File: src/rtl/core/ccwc_pkg.sv
// Shared constants, types and state encoding for the coin change way counter.
// Used by ccwc_ctrl, ccwc_dp and coin_change_way_count; depends on nothing.
`default_nettype none

package ccwc_pkg;

    localparam int TABLE_DEPTH = 1024;
    localparam int ADDR_W      = $clog2(TABLE_DEPTH);
    localparam int WAY_W       = 30;
    localparam int COIN_W      = 16;
    localparam int TARGET_W    = 10;
    localparam int CALC_W      = ((ADDR_W > COIN_W) ? ADDR_W : COIN_W) + 1;
    localparam int APB_ADDR_W  = 2;
    localparam int APB_DATA_W  = 32;

    localparam logic [WAY_W-1:0] WAY_MODULUS = WAY_W'(1000000007);

    typedef enum logic [1:0] {
        ST_IDLE,
        ST_WALK,
        ST_DRAIN,
        ST_FINISH
    } ccwc_state_t;

    // Commands from the controller to the datapath.
    typedef struct packed {
        logic load;      // latch coin and target, restart the walk at amount 0
        logic step;      // issue the table reads for the current amount
        logic seed;      // first coin of a set: rewrite instead of accumulate
        logic push_out;  // move the finished count into the output register
    } ccwc_cmd_t;

    // Status from the datapath to the controller.
    typedef struct packed {
        logic walk_end;  // the current amount is the target
    } ccwc_status_t;

endpackage

`default_nettype wire

File: src/rtl/core/ccwc_ctrl.sv
// Controller of the coin change way counter: input and output handshakes,
// set tracking and sequencing of the table walk. Depends on ccwc_pkg.
`default_nettype none

module ccwc_ctrl (
    input  wire logic                   clk,
    input  wire logic                   rst_n,
    input  wire logic                   in_valid,
    output logic                        in_ready,
    input  wire logic                   last_coin,
    output logic                        out_valid,
    input  wire logic                   out_ready,
    input  wire ccwc_pkg::ccwc_status_t status,
    output ccwc_pkg::ccwc_cmd_t         cmd
);

    ccwc_pkg::ccwc_state_t state_reg;
    ccwc_pkg::ccwc_state_t state_next;
    logic first_reg;
    logic first_next;
    logic last_reg;
    logic last_next;
    logic seed_reg;
    logic seed_next;
    logic out_valid_reg;
    logic out_valid_next;

    always_ff @(posedge clk or negedge rst_n)
    begin
        if (!rst_n)
        begin
            state_reg     <= ccwc_pkg::ST_IDLE;
            first_reg     <= 1'b1;
            last_reg      <= 1'b0;
            seed_reg      <= 1'b0;
            out_valid_reg <= 1'b0;
        end
        else
        begin
            state_reg     <= state_next;
            first_reg     <= first_next;
            last_reg      <= last_next;
            seed_reg      <= seed_next;
            out_valid_reg <= out_valid_next;
        end
    end

    always_comb
    begin
        state_next   = state_reg;
        first_next   = first_reg;
        last_next    = last_reg;
        seed_next    = seed_reg;
        in_ready     = 1'b0;
        cmd.load     = 1'b0;
        cmd.step     = 1'b0;
        cmd.seed     = seed_reg;
        cmd.push_out = 1'b0;

        case (state_reg)
            ccwc_pkg::ST_IDLE:
            begin
                in_ready = 1'b1;
                if (in_valid)
                begin
                    cmd.load   = 1'b1;
                    seed_next  = first_reg;
                    last_next  = last_coin;
                    first_next = last_coin;
                    state_next = ccwc_pkg::ST_WALK;
                end
            end
            ccwc_pkg::ST_WALK:
            begin
                cmd.step = 1'b1;
                if (status.walk_end)
                begin
                    state_next = ccwc_pkg::ST_DRAIN;
                end
            end
            ccwc_pkg::ST_DRAIN:
            begin
                state_next = last_reg ? ccwc_pkg::ST_FINISH : ccwc_pkg::ST_IDLE;
            end
            ccwc_pkg::ST_FINISH:
            begin
                // Wait here only while the previous count is still unclaimed.
                if (!out_valid_reg || out_ready)
                begin
                    cmd.push_out = 1'b1;
                    state_next   = ccwc_pkg::ST_IDLE;
                end
            end
            default:
            begin
                state_next = ccwc_pkg::ST_IDLE;
            end
        endcase

        if (cmd.push_out)
        begin
            out_valid_next = 1'b1;
        end
        else if (out_ready)
        begin
            out_valid_next = 1'b0;
        end
        else
        begin
            out_valid_next = out_valid_reg;
        end
    end

    assign out_valid = out_valid_reg;

endmodule

`default_nettype wire

File: config.mk
export PLATFORM = sky130hd
export DESIGN_NAME = ccwc_ctrl
export DESIGN_NICKNAME = d
export VERILOG_FILES = /design/src/rtl/core/ccwc_pkg.sv /design/src/rtl/core/ccwc_ctrl.sv
export SDC_FILE = /design/constraint.sdc
export NUM_CORES = 1
export LEC_CHECK = 0
export ABC_AREA = 1
export BUFFER_PORTS_ARGS = -buffer_cell sky130_fd_sc_hd__buf_2
export CORE_AREA = 2 2 39 41
export CTS_BUF_LIST = sky130_fd_sc_hd__clkbuf_8 sky130_fd_sc_hd__clkbuf_16
export DETAILED_ROUTE_END_ITERATION = 7
export DIE_AREA = 0 0 41 43
export GPL_TIMING_DRIVEN = 0
export PLACE_DENSITY = 0.52
export SYNTH_ARGS = -nofsm -noshare
export SYNTH_HDL_FRONTEND = slang
export SYNTH_SLANG_ARGS = --single-unit
export TNS_END_PERCENT = 10
File: constraint.sdc
create_clock -name clk -period 1.3 [get_ports clk]
set_clock_uncertainty 0.05 [all_clocks]
set_input_delay 0.065 -clock clk [delete_from_list [all_inputs] [get_ports clk]]
set_output_delay 0.065 -clock clk [all_outputs]
set_load 0.1 [all_outputs]
---- After elaboration in Yosys (flattened, before gate mapping) ----
Cells that the tools add are included.
storage, ports and cells
  register bits after elaboration ......... 6
  latch bits .............................. 0
  bits in writable memories ............... 0
  memory bits (read-only) ................. 0
  bits of input ports ..................... 6
  output and inout bits ................... 6
  word-level logic and storage cells ...... 30
  memories ................................ 0
cells by class
  $add $sub $neg .......................... 0
  $mul .................................... 0
  divide/modulo/power cells ............... 0
  magnitude comparators ................... 0
  eq/ne operators ......................... 6
  shift-type cells ........................ 0
  muxes and demuxes ....................... 13
  bitwise gates (word level) .............. 0
  reductions and logical operators ........ 6
operators by type and width
  operator                                                         count
  1-bit two-way mux                                                8
  2-bit two-way mux                                                4
  2-bit case mux with 4 select lines                               1
  2-bit != test, second input constant                             3
  2-bit == test, second input constant                             2
  3-bit AND reduction                                              1
  2-bit by 1-bit == test with 1-bit output, second input constant  1
  2-bit zero test                                                  1
  2-bit AND reduction                                              1
  2-bit nonzero test                                               1
  1-bit zero test                                                  1
  1-bit logical OR                                                 1

---- Logic depth before layout (Yosys ltp) ----
  depth after elaboration ................. 5
  depth in mapped cells ................... 5
  mapped depth without buffers ............ 5

---- Least setup slack after synthesis ----
No wires, ideal clock.
  kind .................................... flip-flop to flip-flop
  start ................................... register state_reg[1]
  end ..................................... register state_reg[0]
  data arrival time ....................... 2.127 ns
  data required time ...................... 1.130 ns
  setup slack ............................. -0.998 ns
  cell stages (with the launch flop) ...... 5
  buffers on the path ..................... 0
  period minus slack after synthesis ...... 2.298 ns
  cells stage by stage .................... dfrtp_1 -> nor2_1 -> nand2_1 -> nand4_1 -> nand2_1
between the ends
  word-level cells in the longest chain between the ends .. 3
  elaborated cells between the ends (all ways) .. 9
ends and longest elaborated chain
  item                                   RTL line         text
  from (decl)                            ccwc_ctrl.sv:17  ccwc_pkg::ccwc_state_t state_reg;
  from (signal assigned)                 ccwc_ctrl.sv:32  state_reg <= ccwc_pkg::ST_IDLE;
  from (signal assigned)                 ccwc_ctrl.sv:40  state_reg <= state_next;
  2-bit == test (tied with other cells)  ccwc_ctrl.sv:60  case (state_reg)
  2-bit != test (no line)                -
  3-bit AND reduction (no line)          -
Parallel ways exist; a longest one is shown, timed or not.
A chain may end at the register's enable or synchronous reset.

==> metrics.yaml <==
place:
  gp_congestion: 0.781
  dpl_worst_slack_ns: -0.0809
  dpl.cell_count: 66
  dp_hpwl_um: 480
  port_buffers: 11
sta:
  fmax_mhz: 760
  rsz0062_at_grt: "yes"
  finalSetupViolCount: 1
  fin_crit_sh_pct: 101
  slew_headroom_pct: 67.9
  final.min_clock_period_ns: 1.32
  fin_ws_ns: -0.0159
  whs_ns: 0.0346
  hold_viol_final: 0
  finalMaxSlewViolations: 0
  worst_pin_slew_ns: 0.484
floorplan:
  io_pins: 12
  die_y_um: 43
  die_w_um: 41
  dieArea_mm2: 0.00176
  rows: 14
  start_util_pct: 24.2
  core_mm2: 0.00138
yosys:
  synth-seq-cells: 6
  syn_area_um2: 335
  synth-edff-count: 0
  yosysMostFrequentCell: "inv_1"
  netlist_top_cells_count: "inv_1, nand2_1, dfrtp_1"
  synth.top_cell.area_share_pct: 37.3
  async_flop_share_pct: 100
  synthFlopType: "dfrtp_1"
  synth_top_cells_by_area: "dfrtp_1, dfstp_2, inv_1, nand2_1, nor2_8"
  synth_top_area_cell: "dfrtp_1"
  syn-num-nets: 45
  ys_warn_count: 0
  synth-seq-area-share_pct: 45.1
  syn_inst: 39
  ys_types: 16
  avgSynthCellArea_um2: 8.60
worst_setup_path:
  required_ns: 1.19
  crit_fanout: 6
  critPathLaunch: "state_reg[0]"
  reg2reg_depth: 4
  start_kind: "flop"
  worstSetupEndpointType: "output pin"
  ff2ff_setup_slack_ns: 0.08
  crit_arrival_ns: 1.20
  critPathKind: "reg2out"
  timing.rr.start: "state_reg[0]"
status:
  status: "finished with violations"
  violations: "negative setup slack"
grt:
  grt_max_degree: 8
  grt_pass1_vias: 253
  grt_pass1_wl_um: 1020
  grt.overflow.total: 0
  grt_usage_pct: 9.08
  antenna_found_initial: 0
flow_run:
  max-cap-violations: 0
clocking:
  clockRootBuffer: "clkbuf_8"
  clockBufferDepth: 2
  numClockSinks: 6
  cts_buffers: 3
  cts_htree_levels: 1
  cts_tree: "yes"
  clk_pin_slew_ns: 0.04
  clkLatencyLatePin_ns: 0.22
min_path:
  whs_path_depth: 3
  worstHoldPathType: "in2reg"
  worstHoldStart: "last_coin"
final_layout:
  fin_cells: 74
  utilization_pct: 39.6
  regArea_um2: 154
  multiInputGateArea_um2: 149
  syn_to_final_growth_pct: 63.4
  fin_nets: 65
  largest_register_ffs: 2
  n_antenna_cell: 0
  num-fill-cells: 147
  final_layout_size_suffix_gt1_share_pct: 48.3
drt:
  wirelength_um: 699
  wire_per_inst_um: 9.45
  viasPerCell: 4.05
  route.detailed.drc: 0
  dr.pass1.iters: 2
  vias: 300
  first_iter_violations: 1
  ant_nets: 0
-- path summary, 6_finish.rpt --
| check | end |
|---|---|
| setup reg to reg | first_reg |
| hold reg to reg | seed_reg |
| setup / recovery | cmd[3] |
| min in group asynchronous | out_valid |
| max in group asynchronous | first_reg |
| hold / removal | last_reg |
-- area by class of cell --
class | count | area share (%)
Sequential cell | 6 | 28.1
Buffer | 2 | 2.74
Clock buffer | 3 | 7.53
Timing Repair Buffer | 15 | 24.7
Multi-Input combinational cell | 23 | 27.2
Tap cell | 16 | 3.65
Inverter | 8 | 5.48
Clock inverter | 1 | 0.685
-- cells by family after synthesis --
logic type | synth area share, %
buffers and inverters | 13.4
DFF | 45.2
and+or+nand+nor | 34.0
AOI/OAI and AO/OA | 7.46
-- timing repair --
action                     in CTS  in global routing
gates resized for setup        12                  3
setup endpoints to repair       4                  3
buffers inserted                1                  2
hold endpoints to repair        6                  0
pin swaps                       1                  0
hold buffers                    1                  0
-- stage by stage --
stage	instance area, um^2	TNS, ns
global route	548	-0.104
floorplan	344	-2.60
global placement	419	-0.0890
CTS	522	-0.0509
finish	548	-0.0159
detailed placement	419	-0.106
-- routing by layer --
metal / up-vias / GRT usage [%] / part of all wire, %
met5: - / 0 / 0
met4: 0 / 6.00 / 2.0
met3: 2 / 3.14 / 7.2
met2: 10 / 13.1 / 44
met1: 130 / 10.8 / 46
li1: 158 / - / -
-- worst max-delay path, cell delays in order, from the launching register on --
cell and delay (ns):
dfrtp_2 0.47, nor3_4 0.29, buf_12 0.21
-- cell usage in the layout (no fill, tap or decap) --
master         instances
inv_1                  8
buf_2                  7
nand2_1                6
buf_4                  6
o21ai_0                3
clkbuf_8               3
dfrtp_1                3
buf_12                 3
nand2_2                2
a21oi_1                2
nand4_1                2
dfrtp_2                2
nor2_4                 1
nor2_8                 1
nor2_2                 1
nor3_4                 1
nor2_1                 1
clkinv_1               1
nand3b_1               1
and2_0                 1
nand3_1                1
dfstp_2                1
dlygate4sd3_1          1
Power is not shown: default switching activity piles up to over one toggle a cycle in this logic, so the estimate is an artifact.
